## src/sv/kmsa_pkg.sv

```systemverilog
`default_nettype none
package kmsa_pkg;

   localparam int KEY_W    = 7;
   localparam int KIND_W   = 2;
   localparam int MAP_BITS = 15;

   localparam logic [KIND_W-1:0] KIND_KEY_DOWN = 2'd0;
   localparam logic [KIND_W-1:0] KIND_KEY_UP   = 2'd1;
   localparam logic [KIND_W-1:0] KIND_MOD_DOWN = 2'd2;
   localparam logic [KIND_W-1:0] KIND_MOD_UP   = 2'd3;

   // fixed modifier keys; the programmable altgr index is a modifier as well
   localparam int MOD_COUNT = 6;
   localparam logic [KEY_W-1:0] MOD_KEYS [MOD_COUNT] = '{
      7'd45, 7'd57, 7'd60, 7'd61, 7'd62, 7'd69
   };

   localparam logic [KEY_W-1:0] ALTGR_RESET     = 7'd69;
   localparam logic [KEY_W-1:0] LAYER_TWO_RESET = 7'd11;

   localparam logic CSR_ALTGR     = 1'b0;
   localparam logic CSR_LAYER_TWO = 1'b1;

   typedef struct packed {
      logic [KEY_W-1:0]  key;
      logic [KIND_W-1:0] kind;
      logic              layer_two;
      logic              indicator;
   } event_type;

   typedef struct packed {
      logic load;
      logic step;
      logic inject;
      logic flush;
   } cmd_type;

   typedef struct packed {
      logic last_col;
      logic two_events;
      logic hold_valid;
      logic can_push;
   } status_type;

endpackage
`default_nettype wire

```

## src/sv/kmsa_ctrl.sv

```systemverilog
`default_nettype none
module kmsa_ctrl
   import kmsa_pkg::*;
(
   input  wire logic       clock,
   input  wire logic       reset,
   input  wire logic       req_valid,
   output logic            req_stall,
   input  wire status_type status,
   output cmd_type         cmd
);

   typedef enum logic [1:0] {
      ST_IDLE,
      ST_WALK,
      ST_INJECT,
      ST_FINISH
   } state_type;

   state_type state_ff, state_in;
   logic      req_stall_ff;

   always_comb begin
      state_in = state_ff;
      cmd      = '0;
      unique case (state_ff)
         ST_IDLE: begin
            cmd.load = req_valid;
            if (req_valid) state_in = ST_WALK;
         end
         ST_WALK: begin
            cmd.step = status.can_push;
            if (status.can_push) begin
               if (status.two_events) state_in = ST_INJECT;
               else if (status.last_col) state_in = ST_FINISH;
            end
         end
         ST_INJECT: begin
            cmd.inject = status.can_push;
            if (status.can_push) state_in = status.last_col ? ST_FINISH : ST_WALK;
         end
         ST_FINISH: begin
            // the pending event goes out tagged as the last one of the item
            cmd.flush = status.hold_valid && status.can_push;
            if (!status.hold_valid || status.can_push) state_in = ST_IDLE;
         end
         default: state_in = ST_IDLE;
      endcase
   end

   always_ff @(posedge clock) begin
      if (reset) begin
         state_ff     <= ST_IDLE;
         req_stall_ff <= 1'b0;
      end else begin
         state_ff     <= state_in;
         req_stall_ff <= (state_in != ST_IDLE);
      end
   end

   assign req_stall = req_stall_ff;

`ifndef SYNTHESIS
   a_load_only_idle: assert property (@(posedge clock) disable iff (reset)
      cmd.load |-> state_ff == ST_IDLE && !req_stall_ff)
      else $error("item loaded outside idle");
   a_stall_after_load: assert property (@(posedge clock) disable iff (reset)
      cmd.load |=> req_stall)
      else $error("input not stalled during walk");
   a_inject_follows_split: assert property (@(posedge clock) disable iff (reset)
      cmd.inject |-> $past(cmd.step && status.two_events) || state_ff == ST_INJECT)
      else $error("inject without split event");
`endif

endmodule
`default_nettype wire

```

## src/sv/kmsa_dp.sv

```systemverilog
`default_nettype none
module kmsa_dp
   import kmsa_pkg::*;
#(
   parameter int ROW_COUNT    = 5,
   parameter int COLUMN_COUNT = 15
)(
   input  wire logic                clock,
   input  wire logic                reset,
   input  wire cmd_type             cmd,
   output status_type               status,
   input  wire logic [MAP_BITS-1:0] req_column_closed,
   input  wire logic                csr_valid,
   input  wire logic                csr_index,
   input  wire logic [KEY_W-1:0]    csr_wdata,
   output logic                     rsp_valid,
   input  wire logic                rsp_stall,
   output logic [KEY_W-1:0]         rsp_key_index,
   output logic [KIND_W-1:0]        rsp_event_kind,
   output logic                     rsp_use_layer_two,
   output logic                     rsp_layer_indicator,
   output logic                     rsp_last_event
);

   localparam int NCOL     = (COLUMN_COUNT < MAP_BITS) ? COLUMN_COUNT : MAP_BITS;
   localparam int COL_W    = (NCOL > 1) ? $clog2(NCOL) : 1;
   localparam int ROW_W    = (ROW_COUNT > 1) ? $clog2(ROW_COUNT) : 1;
   localparam int IDX_SPAN = ROW_COUNT * COLUMN_COUNT;
   localparam int IDX_W    = (IDX_SPAN > 1) ? $clog2(IDX_SPAN) : 1;
   localparam int CMP_W    = (IDX_W > KEY_W) ? IDX_W : KEY_W;

   // configuration
   logic [KEY_W-1:0] altgr_ff, layer_two_ff;

   // scan state
   logic [NCOL-1:0]  map_ff [ROW_COUNT];
   logic [ROW_W-1:0] row_ff, row_in;
   logic [CMP_W-1:0] base_ff, base_in;
   logic             active_ff, active_in;
   logic             swallow_ff, swallow_in;

   // walk state
   logic [NCOL-1:0]  now_ff, changed_ff, now_row;
   logic [COL_W-1:0] col_ff, col_in;
   logic [CMP_W-1:0] col_idx_ff, col_idx_in;

   // pending event and output register
   event_type hold_ff, hold_in, rsp_ff, rsp_in, ev, inj_ev, push_ev;
   logic      hold_valid_ff, hold_valid_in;
   logic      rsp_valid_ff, rsp_valid_in, rsp_last_ff, rsp_last_in;

   logic is_altgr, is_layer_two, is_mod, chg, down, ev_valid, two_events;
   logic push_valid, taken, advance;

   assign now_row = req_column_closed[NCOL-1:0];

   // event decision for the current column
   always_comb begin
      is_altgr     = (col_idx_ff == CMP_W'(altgr_ff));
      is_layer_two = (col_idx_ff == CMP_W'(layer_two_ff));
      is_mod       = is_altgr;
      for (int i = 0; i < MOD_COUNT; i++) begin
         if (col_idx_ff == CMP_W'(MOD_KEYS[i])) is_mod = 1'b1;
      end
      chg        = changed_ff[col_ff];
      down       = now_ff[col_ff];
      ev_valid   = 1'b0;
      two_events = 1'b0;
      active_in  = active_ff;
      swallow_in = swallow_ff;
      ev         = '{key: col_idx_ff[KEY_W-1:0], kind: KIND_KEY_DOWN,
                     layer_two: 1'b0, indicator: active_ff};
      if (chg) begin
         ev_valid = 1'b1;
         if (down) begin
            if (is_mod) begin
               ev.kind = KIND_MOD_DOWN;
               if (is_altgr) begin
                  active_in    = 1'b1;
                  ev.indicator = 1'b1;
               end
            end else if (active_ff && is_layer_two) begin
               // altgr up first, the layer key follows from the inject state
               two_events = 1'b1;
               ev.key     = altgr_ff;
               ev.kind    = KIND_MOD_UP;
            end
         end else begin
            if (active_ff && is_layer_two) begin
               swallow_in   = 1'b1;
               ev.kind      = KIND_KEY_UP;
               ev.layer_two = 1'b1;
            end else if (is_mod) begin
               if (is_altgr && swallow_ff) begin
                  active_in  = 1'b0;
                  swallow_in = 1'b0;
                  ev_valid   = 1'b0;
               end else begin
                  ev.kind = KIND_MOD_UP;
                  if (is_altgr) begin
                     active_in    = 1'b0;
                     ev.indicator = 1'b0;
                  end
               end
            end else begin
               ev.kind = KIND_KEY_UP;
            end
         end
      end
      inj_ev = '{key: col_idx_ff[KEY_W-1:0], kind: KIND_KEY_DOWN,
                 layer_two: 1'b1, indicator: active_ff};
   end

   assign taken      = rsp_valid_ff && !rsp_stall;
   assign push_valid = (cmd.step && ev_valid) || cmd.inject;
   assign push_ev    = cmd.inject ? inj_ev : ev;
   assign advance    = cmd.inject || (cmd.step && !two_events);

   always_comb begin
      col_in     = col_ff;
      col_idx_in = col_idx_ff;
      row_in     = row_ff;
      base_in    = base_ff;
      if (cmd.load) begin
         col_in     = '0;
         col_idx_in = base_ff;
         if (row_ff == ROW_W'(ROW_COUNT - 1)) begin
            row_in  = '0;
            base_in = '0;
         end else begin
            row_in  = row_ff + ROW_W'(1);
            base_in = base_ff + CMP_W'(COLUMN_COUNT);
         end
      end else if (advance) begin
         col_in     = col_ff + COL_W'(1);
         col_idx_in = col_idx_ff + CMP_W'(1);
      end
   end

   always_comb begin
      hold_in       = hold_ff;
      hold_valid_in = hold_valid_ff;
      rsp_in        = rsp_ff;
      rsp_last_in   = rsp_last_ff;
      rsp_valid_in  = rsp_valid_ff && !taken;
      if (push_valid) begin
         // an event is only sent once the next one shows it is not the last
         if (hold_valid_ff) begin
            rsp_in       = hold_ff;
            rsp_last_in  = 1'b0;
            rsp_valid_in = 1'b1;
         end
         hold_in       = push_ev;
         hold_valid_in = 1'b1;
      end else if (cmd.flush) begin
         rsp_in        = hold_ff;
         rsp_last_in   = 1'b1;
         rsp_valid_in  = 1'b1;
         hold_valid_in = 1'b0;
      end
   end

   always_ff @(posedge clock) begin
      if (reset) begin
         altgr_ff      <= ALTGR_RESET;
         layer_two_ff  <= LAYER_TWO_RESET;
         row_ff        <= '0;
         base_ff       <= '0;
         active_ff     <= 1'b0;
         swallow_ff    <= 1'b0;
         hold_valid_ff <= 1'b0;
         rsp_valid_ff  <= 1'b0;
         for (int r = 0; r < ROW_COUNT; r++) begin
            map_ff[r] <= '0;
         end
      end else begin
         if (csr_valid) begin
            unique case (csr_index)
               CSR_ALTGR:     altgr_ff     <= csr_wdata;
               CSR_LAYER_TWO: layer_two_ff <= csr_wdata;
               default: ;
            endcase
         end
         if (cmd.load) map_ff[row_ff] <= now_row;
         if (cmd.step) begin
            active_ff  <= active_in;
            swallow_ff <= swallow_in;
         end
         row_ff        <= row_in;
         base_ff       <= base_in;
         hold_valid_ff <= hold_valid_in;
         rsp_valid_ff  <= rsp_valid_in;
      end
   end

   always_ff @(posedge clock) begin
      if (cmd.load) begin
         now_ff     <= now_row;
         changed_ff <= now_row ^ map_ff[row_ff];
      end
      col_ff      <= col_in;
      col_idx_ff  <= col_idx_in;
      hold_ff     <= hold_in;
      rsp_ff      <= rsp_in;
      rsp_last_ff <= rsp_last_in;
   end

   assign status.last_col   = (col_ff == COL_W'(NCOL - 1));
   assign status.two_events = two_events;
   assign status.hold_valid = hold_valid_ff;
   assign status.can_push   = !rsp_valid_ff || !rsp_stall;

   assign rsp_valid           = rsp_valid_ff;
   assign rsp_key_index       = rsp_ff.key;
   assign rsp_event_kind      = rsp_ff.kind;
   assign rsp_use_layer_two   = rsp_ff.layer_two;
   assign rsp_layer_indicator = rsp_ff.indicator;
   assign rsp_last_event      = rsp_last_ff;

`ifndef SYNTHESIS
   a_swallow_needs_layer: assert property (@(posedge clock) disable iff (reset)
      swallow_ff |-> active_ff)
      else $error("swallow flag set without altgr layer");
   a_push_slot_free: assert property (@(posedge clock) disable iff (reset)
      (cmd.step || cmd.inject || cmd.flush) |-> (!rsp_valid_ff || !rsp_stall))
      else $error("event pushed into a busy output register");
   a_split_leaves_pending: assert property (@(posedge clock) disable iff (reset)
      cmd.step && two_events |=> hold_valid_ff && hold_ff.kind == KIND_MOD_UP)
      else $error("altgr release not pending before layer key");
   a_flush_has_event: assert property (@(posedge clock) disable iff (reset)
      cmd.flush |=> rsp_valid_ff && rsp_last_ff && !hold_valid_ff)
      else $error("flush without a pending event");
`endif

endmodule
`default_nettype wire

```

## src/sv/key_matrix_scan_with_altgr_layer.sv

```systemverilog
// Keyboard matrix scanner with an AltGr layer. Each input item is the closed-column
// bits of the row now driven; the block walks the columns of that row in ascending
// order and sends one result item per key event (key or modifier down/up, with the
// layer-two remap under AltGr), the final one of the item flagged by rsp_last_event.
// An item with no changed column gives no result and still advances the row. Each
// item is loaded, then its columns pass through the single event decision unit and a
// final step sends the last event; a layer-two key press under AltGr adds an inject
// step, and rsp_stall holding the output register stalls the walk. The next item is
// taken while the last result still waits in that register. csr_ready is always high;
// the user writes registers only while idle; the block itself does not enforce it.
`default_nettype none
module key_matrix_scan_with_altgr_layer
   import kmsa_pkg::*;
#(
   parameter int ROW_COUNT    = 5,
   parameter int COLUMN_COUNT = 15
)(
   input  wire logic                clock,
   input  wire logic                reset,
   input  wire logic                req_valid,
   output logic                     req_stall,
   input  wire logic [MAP_BITS-1:0] req_column_closed,
   output logic                     rsp_valid,
   input  wire logic                rsp_stall,
   output logic [KEY_W-1:0]         rsp_key_index,
   output logic [KIND_W-1:0]        rsp_event_kind,
   output logic                     rsp_use_layer_two,
   output logic                     rsp_layer_indicator,
   output logic                     rsp_last_event,
   input  wire logic                csr_valid,
   output logic                     csr_ready,
   input  wire logic                csr_index,
   input  wire logic [KEY_W-1:0]    csr_wdata
);

   cmd_type    cmd;
   status_type status;

   assign csr_ready = 1'b1;

   kmsa_ctrl u_ctrl (
      .clock     (clock),
      .reset     (reset),
      .req_valid (req_valid),
      .req_stall (req_stall),
      .status    (status),
      .cmd       (cmd)
   );

   kmsa_dp #(
      .ROW_COUNT    (ROW_COUNT),
      .COLUMN_COUNT (COLUMN_COUNT)
   ) u_dp (
      .clock               (clock),
      .reset               (reset),
      .cmd                 (cmd),
      .status              (status),
      .req_column_closed   (req_column_closed),
      .csr_valid           (csr_valid),
      .csr_index           (csr_index),
      .csr_wdata           (csr_wdata),
      .rsp_valid           (rsp_valid),
      .rsp_stall           (rsp_stall),
      .rsp_key_index       (rsp_key_index),
      .rsp_event_kind      (rsp_event_kind),
      .rsp_use_layer_two   (rsp_use_layer_two),
      .rsp_layer_indicator (rsp_layer_indicator),
      .rsp_last_event      (rsp_last_event)
   );

endmodule
`default_nettype wire

```

## config.mk

```make
export PLATFORM = sky130hd
export DESIGN_NAME = key_matrix_scan_with_altgr_layer
export DESIGN_NICKNAME = d
export VERILOG_FILES = /design/src/sv/kmsa_pkg.sv /design/src/sv/kmsa_ctrl.sv /design/src/sv/kmsa_dp.sv /design/src/sv/key_matrix_scan_with_altgr_layer.sv
export SDC_FILE = /design/constraint.sdc
export NUM_CORES = 1
export LEC_CHECK = 0
export BUFFER_PORTS_ARGS = -buffer_cell sky130_fd_sc_hd__buf_2
export CAP_MARGIN = 20
export CORE_ASPECT_RATIO = 1.75
export CORE_MARGIN = 5
export CORE_UTILIZATION = 55
export DETAILED_ROUTE_END_ITERATION = 8
export PLACE_DENSITY = 0.75
export SLEW_MARGIN = 10
export SYNTH_ARGS = -nofsm -noshare
export SYNTH_HDL_FRONTEND = slang
export SYNTH_SLANG_ARGS = --single-unit
```

## constraint.sdc

```tcl
create_clock -name clock -period 2.9 [get_ports clock]
set_clock_uncertainty 0.05 [all_clocks]
set_input_delay 0 -clock clock [delete_from_list [all_inputs] [get_ports clock]]
set_output_delay 0 -clock clock [all_outputs]
set_load 0.1 [all_outputs]
```

# Word level (Yosys, flattened, before mapping)
# Memories as Yosys holds them, arrays and structs flattened. A register that Yosys moved wholly into a read port is not among the register bits.
# Index checks and enable logic that the tools add are counted.
[word_totals]
ram_bits = 75
mem_count = 1
word_cells = 159
regBits = 95
output_inout_bits = 15
[mem_list]
columns = ["name", "depth", "word_bits", "rd", "rd_clocked_by_memory_dff", "write_ports", "line_no", "text"]
rows = [
  ["u_dp.map_ff", 5, 15, 1, 1, 5, "kmsa_dp.sv:36", "logic [NCOL-1:0] map_ff [ROW_COUNT];"],
]
[op_classes]
add_sub_neg = 4
n_eq_ne = 15
order_cmp = 1
n_reduce_logical = 30
n_mux = 81
bitwise = 4
[op_table]
columns = ["cell", "n"]
rows = [
  ["two-way mux 11 bit", 5],
  ["two-way mux 1 bit", 50],
  ["equality test 7 x 6 -> 1 bit, second input constant", 5],
  ["two-way mux 7 bit", 5],
  ["two-way mux 2 bit", 12],
  ["two-way mux 15 bit", 1],
  ["OR reduction 15 bit", 1],
  ["bitwise XOR 15 bit", 1],
  ["equality test 7 bit", 2],
  ["two-way mux 3 bit", 4],
  ["nonzero test 2 bit", 6],
  ["two-way mux 9 bit", 1],
  ["binary-select mux 1 bit (select 4 bit)", 2],
  ["one-hot mux 2 bit (4 select lines)", 1],
  ["adder 7 x 1 -> 7 bit, second input constant", 1],
  ["adder 7 x 4 -> 7 bit, second input constant", 1],
  ["equality test 7 bit, second input constant", 1],
  ["logical AND 1 bit", 7],
  ["AND reduction 2 bit", 3],
  ["zero test 1 bit", 5],
  ["< comparator 4 x 5 -> 1 bit, second input constant", 1],
  ["AND reduction 5 bit", 1],
  ["adder 4 x 1 -> 4 bit, second input constant", 1],
  ["equality test 2 bit, second input constant", 2],
  ["other kinds (10)", 16],
]

# Logic depth before layout (Yosys ltp)
# Gate-level depths: netlist (run 1).
[logic_depth]
depth_word = 15
ltp_mapped = 9

# Cells and area by module
# A second synthesis (run 1) with hierarchy kept.
[hier_totals]
hier_cells = 678
hier_area_um2 = 9700.6
[modules_own_cells]
columns = ["module", "cells_each", "seq_area_each_um2", "instances", "area_per_inst_um2"]
rows = [
  ["kmsa_dp", 652, 6105.9, 1, 9517.9],
  ["kmsa_ctrl", 24, 60.1, 1, 171.4],
  ["key_matrix_scan_with_altgr_layer", 2, 0.0, 1, 11.3],
]

# Least setup slack after synthesis (run 1)
# OpenSTA, ideal clock, no wires.
[synth_path]
path_type = "register -> register"
start = "reg u_ctrl.state_ff[1]"
end = "mem u_dp.map_ff[6][0] (netlist bit) (enable)"
t_arrival_ps = 2499
n_path_buf = 4
slack_ps = -55
period_less_slack_ps = 2955
path_stages_with_launch = 7
cell_sequence = "dfxtp_1 clkbuf_1 or3b_1 clkbuf_1 clkbuf_1 clkbuf_1 nor3_1"
[synth_lines]
columns = ["item", "line_no", "text"]
rows = [
  ["start: declaration", "kmsa_ctrl.sv:20", "state_type state_ff, state_in;"],
  ["start signal: assignment", "kmsa_ctrl.sv:56", "state_ff <= state_in;"],
  ["end: declaration", "kmsa_dp.sv:36", ""],
]

# Final worst setup path (run 1)
[layout_path]
start = "reg u_dp.col_ff[1]"
end = "reg u_dp.hold_ff[7] (netlist bit) (enable)"
[layout_between]
elab_chain_len = 6
word_cells_on_any_way = 8
cone_classes = "6 x mux; 2 x reduce/logical"
[layout_lines]
columns = ["item", "line_no", "text"]
rows = [
  ["start: declaration", "kmsa_dp.sv:44", "logic [COL_W-1:0] col_ff, col_in;"],
  ["start signal: assignment", "kmsa_dp.sv:201", "col_ff <= col_in;"],
  ["binary-select mux 1 bit (select 4 bit)", "kmsa_dp.sv:66", "down = now_ff[col_ff];"],
  ["two-way mux 1 bit (implied by the code)", "kmsa_dp.sv:66", ""],
  ["two-way mux 1 bit", "kmsa_dp.sv:75", "if (down) begin"],
  ["two-way mux 1 bit *", "kmsa_dp.sv:73", "if (chg) begin"],
  ["logical AND 1 bit *", "kmsa_dp.sv:115", "assign push_valid = (cmd.step && ev_valid) || cmd.inject;"],
  ["logical OR 1 bit *", "kmsa_dp.sv:115", ""],
  ["end signal: assignment", "kmsa_dp.sv:203", "hold_ff <= hold_in;"],
  ["end: declaration", "kmsa_dp.sv:48", "event_type hold_ff, hold_in, rsp_ff, rsp_in, ev, inj_ev, push_ev;"],
]
# Mark *: on every way between the ends. The rest lies on a longest branch, timed or not. The select of a mux whose other input is x is not followed.
# A chain may end at the register's enable or synchronous reset.

==> metrics.yaml, run 1 <==
critical_path:
  path_class: "flop to flop"
  r2r_slack_ps: 150
  rr_startpoint: "u_dp.col_ff[1]"
  r2r_cells: 7
  critPathLaunchType: "flop"
  worstSetupStartpoint: "u_dp.col_ff[1]"
  critPathRequiredTime_ps: 2990
  crit_path_end: "u_dp.hold_ff[7]"
  r2r-end: "u_dp.hold_ff[7]"
  critPathMaxFanout: 11
  cp-end-kind: "flop"
  arrival_ps: 2840
synthesis:
  synth_area_mm2: 0.009661
  ys_ff_latch: 218
  synth_top_family_by_area: "simple AND/OR/NAND/NOR gates"
  ys_async_sr_fraction: 0
  yosysWarningCount: 0
  synth_edf_count: 180
  synthXorXnorAreaFrac: 0.03626
  synth-simple-area-share: 0.1241
  syn_avg_cell_area_um2: 14.55
  synthMuxAreaShare: 0.1171
  netlist-cell-type-count: 65
  synth_compound_area_frac: 0.04805
  yosys_most_used_dff: "edfxtp_1"
  netlist_instances: 664
  synthAdderAreaFrac: 0.01166
  syn_nets: 701
  yosysSeqAreaShare: 0.6383
grt:
  grt_max_degree: 47
  overflow: 0
  antenna_found_initial: 0
  grtUsageMet1: 0.2293
  grt_pass1_vias: 5940
  grt_pass1_wl_um: 32170
  gr-usage-met2: 0.3932
  grtUsageTotal: 0.2080
  grt_util_met3: 0.02581
  grt_busiest_layer: "met2"
layout:
  layout_commonest_cell: "edfxtp_1"
  antenna_cells: 0
  fillCellCount: 1275
  area_growth_syn_to_layout_pct: 15.49
  drive_above_1_share: 0.2130
  multi_input_area_mm2: 0.003269
  finalInstanceArea_mm2: 0.01116
  nets: 779
  mostFrequentLayoutCells: "180 x edfxtp_1, 78 x and2_1, 41 x buf_2, 36 x dfxtp_1, 33 x mux4_2"
  layout.area.seq_mm2: 0.006168
timing:
  finalCritPeriodShare: 0.9486
  setup_violations: 0
  relSlewSlack: 0.4570
  rsz0062_at_grt: "false"
  worstMarginPinSlew_ps: 812.8
  setup_tns_ps: 0
  finalHoldViolCount: 0
  period_needed_ps: 2751
  clock.fmax_mhz: 363.5
  slew_violations: 0
floorplan:
  ioPinCount: 43
  start_util: 0.5559
  core_region_area_mm2: 0.01738
  dieArea_mm2: 0.02042
  fp.dieW_um: 110.2
  die_h_um: 185.3
  placement_rows: 64
clock_network:
  htreeDepth: 1
  clkTransAtPathRegs_ps: 70
  insertion_delay_ps: 490
  post_cts_buffers: 0
  tritoncts: "yes"
  cts_root_buf: "clkbuf_16"
  cts_buffers: 21
  clock_sinks: 218
  clockBufferDepth: 3
pwr:
  power_density_mw_per_mm2: 658.8
  clkPwrFrac: 0.374
  sw_frac_of_total: 0.2353
  comb_power_share: 0.123
  power_frac_seq: 0.503
  power.switching_w: 0.001729
  p_int_w: 0.005621
  p_leak_nw: 3.933
  peakVddDrop_mv: 0.5322
route:
  drc: 0
  postRouteAntennaNets: 0
  wl_um: 20380
  via_count: 5704
  drt_pass1_iterations: 5
  via_per_inst: 5.779
  routedWlPerCell_um: 20.65
  drt_iter0_markers: 299
place:
  portBuffers: 41
  place_hpwl_um: 13600
  place_area_mm2: 0.01019
  place_congestion: 0.8779
job:
  max-cap-violations: 0
run_status:
  outcome: "complete, no violations"
hold_path:
  min_path_type: "primary input to flop"
-- worst min path at each step --
| stage | start | end | slack, ps | depth (start not counted) |
|---|---|---|---|---|
| 5_1_grt | req_valid | u_ctrl.state_ff[0] | 90 | 5 |
| 4_1_cts | req_valid | u_ctrl.state_ff[0] | 70 | 5 |
| 6_report | req_valid | u_ctrl.state_ff[0] | 70 | 5 |
| 2_1_floorplan | req_column_closed[0] | u_dp.map_ff[5][0] | 50 | 0 |
| 3_3_place_gp | csr_wdata[6] | u_dp.altgr_ff[6] | 180 | 2 |
| 3_5_place_dp | csr_wdata[6] | u_dp.altgr_ff[6] | 180 | 2 |
-- metrics by stage --
step                      hold WS, ps  setup slack, ps  std cells  total power [W]    util
after global routing            89.36            4.563        987         0.007612  0.6421
after detailed placement        180.6            89.13        923         0.004632  0.5867
after floorplan                 48.87            14.01        664         0.004370       -
after global placement          178.0            204.3        923         0.004586  0.5867
after CTS                       74.90            67.78        987         0.007396  0.6418
final                           73.85            149.1        987         0.007350  0.6421
-- routing by layer --
layer	part of all wire	vias up	wire, um
met1	0.36	2879	7342
met5	0	-	0
met3	0.036	57	732
li1	-	2618	-
met2	0.56	150	11450
met4	0.042	0	861
-- flip-flops by register name, summed over array words and instances, names as in the netlist, 2 cells and up, named ones only --
signal,cells
u_dp.map_ff,120
u_dp.changed_ff,15
u_dp.now_ff,15
u_dp.hold_ff,11
u_dp.altgr_ff,7
u_dp.base_ff,7
u_dp.col_idx_ff,7
u_dp.layer_two_ff,7
u_dp.rsp_key_index,7
u_dp.col_ff,4
u_dp.row_ff,3
u_ctrl.state_ff,2
u_dp.rsp_event_kind,2
-- final cells by class --
class	instances	area share
flip-flops and latches	218	0.5529
inverters	14	0.004710
repair buffers	95	0.06190
well taps	231	0.02591
clock buffers	26	0.04968
clock inverters	11	0.01189
multi-input cells	392	0.2930
-- cells in the mapped netlist, drive strengths merged (3+ instances only) --
cell type | number | area share
dfxtp | 38 | 0.079
nor2 | 32 | 0.013
clkbuf | 25 | 0.0097
nor2b | 6 | 0.0039
nand3b | 3 | 0.0023
a211o | 6 | 0.0054
inv | 14 | 0.0054
or3 | 4 | 0.0026
a211oi | 5 | 0.0044
edfxtp | 180 | 0.56
nand3 | 20 | 0.010
nor4 | 4 | 0.0048
mux2 | 7 | 0.011
xor2 | 9 | 0.0082
mux4 | 35 | 0.082
ha | 9 | 0.012
mux2i | 23 | 0.024
o21ai | 14 | 0.0076
a21oi | 20 | 0.010
buf | 15 | 0.0091
or2 | 6 | 0.0039
nand4 | 5 | 0.0032
nand2 | 33 | 0.014
nor3 | 8 | 0.0041
and2 | 78 | 0.051
and3 | 4 | 0.0026
xnor2 | 31 | 0.028
-- worst max-delay path: stages, from the launching register on --
cell      delay [ps]
dfxtp_1          630
buf_4            240
mux2i_1          220
o211ai_2         140
a311o_2          440
o21ai_1          220
buf_4            170
nand2_1          290
-- power by group through the flow --
stage	logic (W)	registers [W]	clock network (W)
5_1_grt	0.000981	0.00371	0.00292
4_1_cts	0.000908	0.00370	0.00279
6_report	0.000906	0.00369	0.00275
3_5_place_dp	0.000874	0.00376	0
3_3_place_gp	0.000843	0.00374	0
2_1_floorplan	0.000634	0.00374	0
-- repair_timing --
| action | CTS | global route |
|---|---|---|
| resized for setup | 0 | 2 |
| endpoints found under the setup margin | 0 | 30 |
| hold buffers | 27 | 0 |
| endpoints found under the hold margin | 177 | 0 |
-- cells by family after synthesis --
logic type | Yosys count
compound gates | 65
flops | 218
xor+xnor | 40
fa+ha+maj | 9
mux | 65
simple gates | 212
buf+inv | 54
other cells | 1
(Power assumes the default switching activity.)
==> run 2, diff against run 1 <==
- BUFFER_PORTS_ARGS: -buffer_cell sky130_fd_sc_hd__buf_2 -> default
- CORE_UTILIZATION: 55 -> 57
- DONT_BUFFER_PORTS: default -> 1
==> run 2 against run 1 <==
  * Largest cell class unchanged
  * Die area down 3.3%
  * Design area decreased by 1.4%
  * Non-clock buffer count decreased by 31
  * Sequential share of layout area is 0.78 points higher
  * Register-to-register slack improved by 40 ps
  * Via count fell by 2.3%
  * Count of clock-buffer cells in the layout decreased by 1
  * Largest power group unchanged
  * Cell count fell by 3.7%
  * Utilization is 1.3 points higher
  * Critical path type unchanged
  * Global-route usage up 0.32 points
  * Worst setup slack improved by 40 ps
  * Routed wire length is 1.4% lower
==> metrics.yaml, run 2 (synthesis gave the netlist of run 1 again) <==
run_status:
  outcome: "complete, no violations"
place:
  portBuffers: 0  # -100%
  place_congestion: 0.8588  # -2.2%
  placed_cells: 878  # -4.9%
  dp_slack_ps: 103.9  # +14.76 ps
  place_hpwl_um: 13450  # -1.1%
  place_area_mm2: 0.009985  # -2.1%
timing:
  setup_violations: 0  # unchanged
  relSlewSlack: 0.2716  # -0.1854
  layout_setup_ws_ps: 188.6  # +39.53 ps
  finalCritPeriodShare: 0.9350  # -0.01363
  setup_tns_ps: 0  # unchanged
  rsz0062_at_grt: "false"
  worstMarginPinSlew_ps: 1089  # +276.2 ps
  clock.fmax_mhz: 368.8  # +1.5%
  slew_violations: 0  # unchanged
  finalHoldViolCount: 0  # unchanged
  period_needed_ps: 2711  # -39.53 ps
clock_network:
  cts_buffers: 20  # -4.8%
  insertion_delay_ps: 490  # about the same
  cts_root_buf: "clkbuf_16"
  htreeDepth: 1  # unchanged
  clock_sinks: 218  # unchanged
  tritoncts: "yes"
  clockBufferDepth: 3  # unchanged
  post_cts_buffers: 0  # unchanged
  clkTransAtPathRegs_ps: 70  # about the same
grt:
  grt_max_degree: 33  # -30%
  grt_pass1_wl_um: 32080  # -0.28%
  grtUsageTotal: 0.2112  # +0.003242
  overflow: 0  # unchanged
  grt_pass1_vias: 5914  # -0.44%
  antenna_found_initial: 0  # unchanged
layout:
  area_growth_syn_to_layout_pct: 13.88
  antenna_cells: 0  # unchanged
  fin_util: 0.6553  # +0.01320
  largestRegisters: "u_dp.map_ff: 120 flops, u_dp.changed_ff: 15 flops, u_dp.now_ff: 15 flops"
  mostFrequentLayoutCells: "180 x edfxtp_1, 78 x and2_1, 37 x dlygate4sd3_1, 36 x dfxtp_1, 33 x mux4_2"
  drive_above_1_share: 0.1646  # -0.04837
  fin_cells: 950  # -3.7%
  layout_commonest_cell: "edfxtp_1"
  largest-register: "u_dp.map_ff"
  largest_reg_flops: 120  # unchanged
  nets: 747  # -4.1%
  fillCellCount: 1167  # -8.5%
  finalInstanceArea_mm2: 0.01100  # -1.4%
pwr:
  power_frac_seq: 0.520  # +0.017
  power.switching_w: 0.001677  # -3.1%
  clkPwrFrac: 0.361  # -0.013
  p_int_w: 0.005489  # -2.3%
  power_density_mw_per_mm2: 651.3  # -1.1%
  p_leak_nw: 3.793  # -3.6%
  comb_power_share: 0.120  # -0.003
  sw_frac_of_total: 0.2340  # -0.001299
  peakVddDrop_mv: 0.5386  # +1.2%
floorplan:
  start_util: 0.5754  # +0.01943
  placement_rows: 63  # -1.6%
  core_region_area_mm2: 0.01679  # -3.4%
  ioPinCount: 43  # unchanged
  dieArea_mm2: 0.01975  # -3.3%
  fp.dieW_um: 108.4  # -1.6%
  die_h_um: 182.2  # -1.7%
critical_path:
  critPathMaxFanout: 10  # -1
  critical_path.max_stage_delay_ps: 630  # about the same
  path_class: "flop to flop"
  crit_chain: "buf_4, mux2i_1, o211ai_2, a311oi_4, or4_4, o21ai_2, nand2_1"
  path_delay_family: "simple AND/OR/NAND/NOR gates"
  critPathLaunchType: "flop"
  worst-path-buf-inv: 1  # -1
  cp-end-kind: "flop"
  critPathRequiredTime_ps: 3030  # +40 ps
  arrival_ps: 2850  # about the same
  cp_slowest_cell: "or4_4"
route:
  via_per_inst: 5.867  # +1.5%
  via_count: 5574  # -2.3%
  drt_pass1_iterations: 4  # -1
  wl_um: 20100  # -1.4%
  routedWlPerCell_um: 21.16  # +2.4%
  drc: 0  # unchanged
  postRouteAntennaNets: 0  # unchanged
  drt_iter0_markers: 362  # +21%
job:
  max-cap-violations: 0  # unchanged
hold_path:
  min_path_type: "primary input to flop"
-- run 2: layer usage --
| metal | share of wire | wire length [um] | global-route usage |
|---|---|---|---|
| met5 | 0 | 0 | 0 |
| met1 | 0.35 | 6937 | 0.2316 |
| met4 | 0.046 | 932 | 0.09403 |
| met3 | 0.045 | 895 | 0.03363 |
| met2 | 0.56 | 11330 | 0.3921 |
-- run 2: path summary, 6_finish.rpt --
check	slack [ps]	startpoint	cells past startpoint	to
worst max-delay path	190	u_dp.col_ff[1]	7	u_dp.col_idx_ff[3]
worst min-delay path	20	reset	4	u_dp.map_ff[5][3]
worst max register to register	190	u_dp.col_ff[1]	7	u_dp.col_idx_ff[3]
worst min register to register	370	u_dp.hold_ff[0]	0	u_dp.rsp_layer_indicator
-- run 2: layout make-up --
type / instances / area, um2 / share of cell area
clock buffer: 25 / 540.5 / 0.04913
multi-input combinational: 392 / 3269 / 0.2972
tap: 227 / 284.0 / 0.02582
sequential: 218 / 6168 / 0.5607
timing repair buffer: 64 / 585.6 / 0.05322
inverter: 14 / 52.55 / 0.004777
clock inverter: 10 / 101.3 / 0.009212
-- run 2: worst reg2reg max path: stages, from the launching register on --
cell	delay, ps
dfxtp_1	590
buf_4	210
mux2i_1	80
o211ai_2	260
a311oi_4	190
or4_4	630
o21ai_2	170
nand2_1	220
-- run 2: timing repair --
item	CTS	global route
endpoints found under the setup margin	0	34
resized for setup	0	2
hold buffers	37	0
hold endpoints to repair	184	0
-- run 2: power groups by stage --
stage / registers (W) / clock network [W] / logic [W]
2_1_floorplan: 0.00374 / 0 / 0.000634
3_3_place_gp: 0.00378 / 0 / 0.000752
3_5_place_dp: 0.00379 / 0 / 0.000779
4_1_cts: 0.00373 / 0.00262 / 0.000859
5_1_grt: 0.00374 / 0.00276 / 0.000931
6_report: 0.00372 / 0.00258 / 0.000857
-- run 2: stage by stage --
step	power, W	hold slack [ps]
4_1_cts	0.007209	5.021
5_1_grt	0.007433	34.68
2_1_floorplan	0.004370	48.87
3_3_place_gp	0.004529	27.27
3_5_place_dp	0.004571	26.16
6_report	0.007166	18.98
==> run 3, diff against run 2 <==
- CORE_MARGIN: 5 -> 8
- SETUP_SLACK_MARGIN: default -> 0.3
==> run 3 against run 2 <==
  * Design area rose by 1.3%
  * Worst setup slack better by 160 ps
  * Critical path depth is 1 lower
  * Clock power up 5%
  * Combinational power is 5.4% higher
  * Flip-flop and latch count unchanged
  * Count of clock-buffer cells in the layout decreased by 2
  * Sequential share of layout area down 0.72 points
  * Power is 2.3% higher
  * Register-to-register slack better by 160 ps
  * Via count is 2.8% higher
==> metrics.yaml, run 3 (synthesis gave the netlist of run 1 again) <==
pwr:
  power_density_mw_per_mm2: 657.6  # +0.97%
  p_leak_nw: 3.859  # +1.7%
  peakVddDrop_mv: 0.6105  # +13%
layout:
  fin_util: 0.6639  # +0.008644
  largestRegisters: "u_dp.map_ff: 120 flops, u_dp.changed_ff: 15 flops, u_dp.now_ff: 15 flops"
  fin_cells: 961  # +1.2%
  layout_commonest_cell: "edfxtp_1"
  largest_reg_flops: 120  # unchanged
  largest-register: "u_dp.map_ff"
  mostFrequentLayoutCells: "180 x edfxtp_1, 78 x and2_1, 39 x dlygate4sd3_1, 35 x dfxtp_1, 33 x mux4_2"
  area_growth_syn_to_layout_pct: 15.39
  nets: 756  # +1.2%
  drive_above_1_share: 0.1855  # +0.02095
place:
  place_congestion: 0.8597  # +0.10%
  placed_cells: 879  # +0.11%
  place_hpwl_um: 13840  # +2.9%
  portBuffers: 0  # unchanged
clock_network:
  htreeDepth: 1  # unchanged
  clock_sinks: 218  # unchanged
  tritoncts: "yes"
  clkTransAtPathRegs_ps: 70  # about the same
  insertion_delay_ps: 490  # about the same
  cts_root_buf: "clkbuf_16"
  cts_buffers: 20  # unchanged
  clockBufferDepth: 3  # unchanged
timing:
  finalCritPeriodShare: 0.8783  # -0.05666
  worstMarginPinSlew_ps: 940.1  # -148.9 ps
  rsz0062_at_grt: "false"
  setup_tns_ps: 0  # unchanged
  finalHoldViolCount: 0  # unchanged
  period_needed_ps: 2547  # -164.3 ps
  holdWs_ps: 62.91  # +43.92 ps
  relSlewSlack: 0.3724  # +0.1008
  clock.fmax_mhz: 392.6  # +6.5%
  setup_violations: 0  # unchanged
  slew_violations: 0  # unchanged
grt:
  grtUsageTotal: 0.1992  # -0.01199
  antenna_found_initial: 1  # +1
  grt_pass1_vias: 6135  # +3.7%
  grt_max_degree: 34  # +3.0%
  grt_pass1_wl_um: 32980  # +2.8%
  overflow: 0  # unchanged
floorplan:
  die_h_um: 188.2  # +3.3%
  ioPinCount: 43  # unchanged
  start_util: 0.5754  # unchanged
  core_region_area_mm2: 0.01679  # unchanged
  placement_rows: 63  # unchanged
  fp.dieW_um: 114.4  # +5.5%
  dieArea_mm2: 0.02153  # +9.0%
hold_path:
  hold_depth: 3  # -1
  min_path_type: "primary input to flop"
critical_path:
  critPathMaxFanout: 11  # +1
  critPathLaunchType: "flop"
  r2r_cells: 6  # -1
  critPathRequiredTime_ps: 3090  # +60 ps
  path_class: "flop to flop"
  r2r_slack_ps: 350  # +160 ps
  cp-end-kind: "flop"
  arrival_ps: 2740  # -110 ps
route:
  postRouteAntennaNets: 0  # unchanged
  wl_um: 21130  # +5.1%
  drt_iter0_markers: 402  # +11%
  via_per_inst: 5.960  # +1.6%
  drc: 0  # unchanged
  drt_pass1_iterations: 5  # +1
  routedWlPerCell_um: 21.99  # +3.9%
  via_count: 5728  # +2.8%
run_status:
  outcome: "complete, no violations"
job:
  max-cap-violations: 0  # unchanged
==> run 3: changes by cell type in the layout (fill, tap and decap cells not counted), moves of 2 or more <==
cell / change
nand2_1: -2
clkinv_1: -2
dlygate4sd3_1: +2
or2_2: -2
or2_4: +2
buf_4: +6
nand2_2: +2
clkbuf_1: -2
clkinv_2: +5
==> run 3: path summary, 6_finish.rpt <==
path | startpoint | to
setup / recovery | u_dp.col_ff[0] | u_dp.hold_ff[9]
hold / removal | reset | u_dp.map_ff[6][3]
setup reg to reg | u_dp.col_ff[0] | u_dp.hold_ff[9]
hold reg to reg | u_dp.hold_ff[10] | u_dp.rsp_key_index[6]
==> run 3: per-layer routing <==
layer	GRT usage	routed length, um
met1	0.1966	7136
met2	0.3789	11940
met3	0.03397	998
met4	0.1056	1057
met5	0	0
==> run 3: layout make-up <==
| class | count | area, um2 |
|---|---|---|
| clock inverter | 13 | 142.6 |
| tap | 227 | 284.0 |
| fill | 1141 | 5643 |
| inverter | 14 | 52.55 |
| sequential | 218 | 6170 |
| clock buffer | 23 | 533.0 |
| multi-input combinational | 392 | 3297 |
| timing repair buffer | 73 | 665.6 |
| antenna | 1 | 2.502 |
==> run 3: worst max-delay path, stage by stage, from the launching register on <==
cell and delay, ps:
dfxtp_2 470, mux4_1 590, nor3b_2 190, a311oi_4 400, nor4_4 120, nand2_4 160, mux2_4 320
==> run 3: repair_timing <==
item                                    CTS  global route
hold buffers                             38             1
endpoints found under the setup margin   37            63
setup buffers                             0             4
cloned                                    0             0
hold endpoints to repair                184            30
gates resized for setup                   3             7
pin swaps                                 0             2
==> run 3: through the flow <==
| step | area (um2) | total power, W | setup WS, ps |
|---|---|---|---|
| floorplan | 9667 | 0.004370 | 332.6 |
| CTS | 11050 | 0.007335 | 133.2 |
| finish | 11150 | 0.007330 | 352.9 |
| detailed placement | 9992 | 0.004576 | 107.5 |
| global placement | 9992 | 0.004533 | 229.6 |
| global route | 11150 | 0.007564 | 273.2 |
==> run 3: power by group <==
group	total, W	switching, W	leakage (nW)	internal (W)
logic	0.000903	0.000481	1.47	0.000422
registers	0.00373	0.000139	2.06	0.00359
clock network	0.00270	0.00111	0.330	0.00159
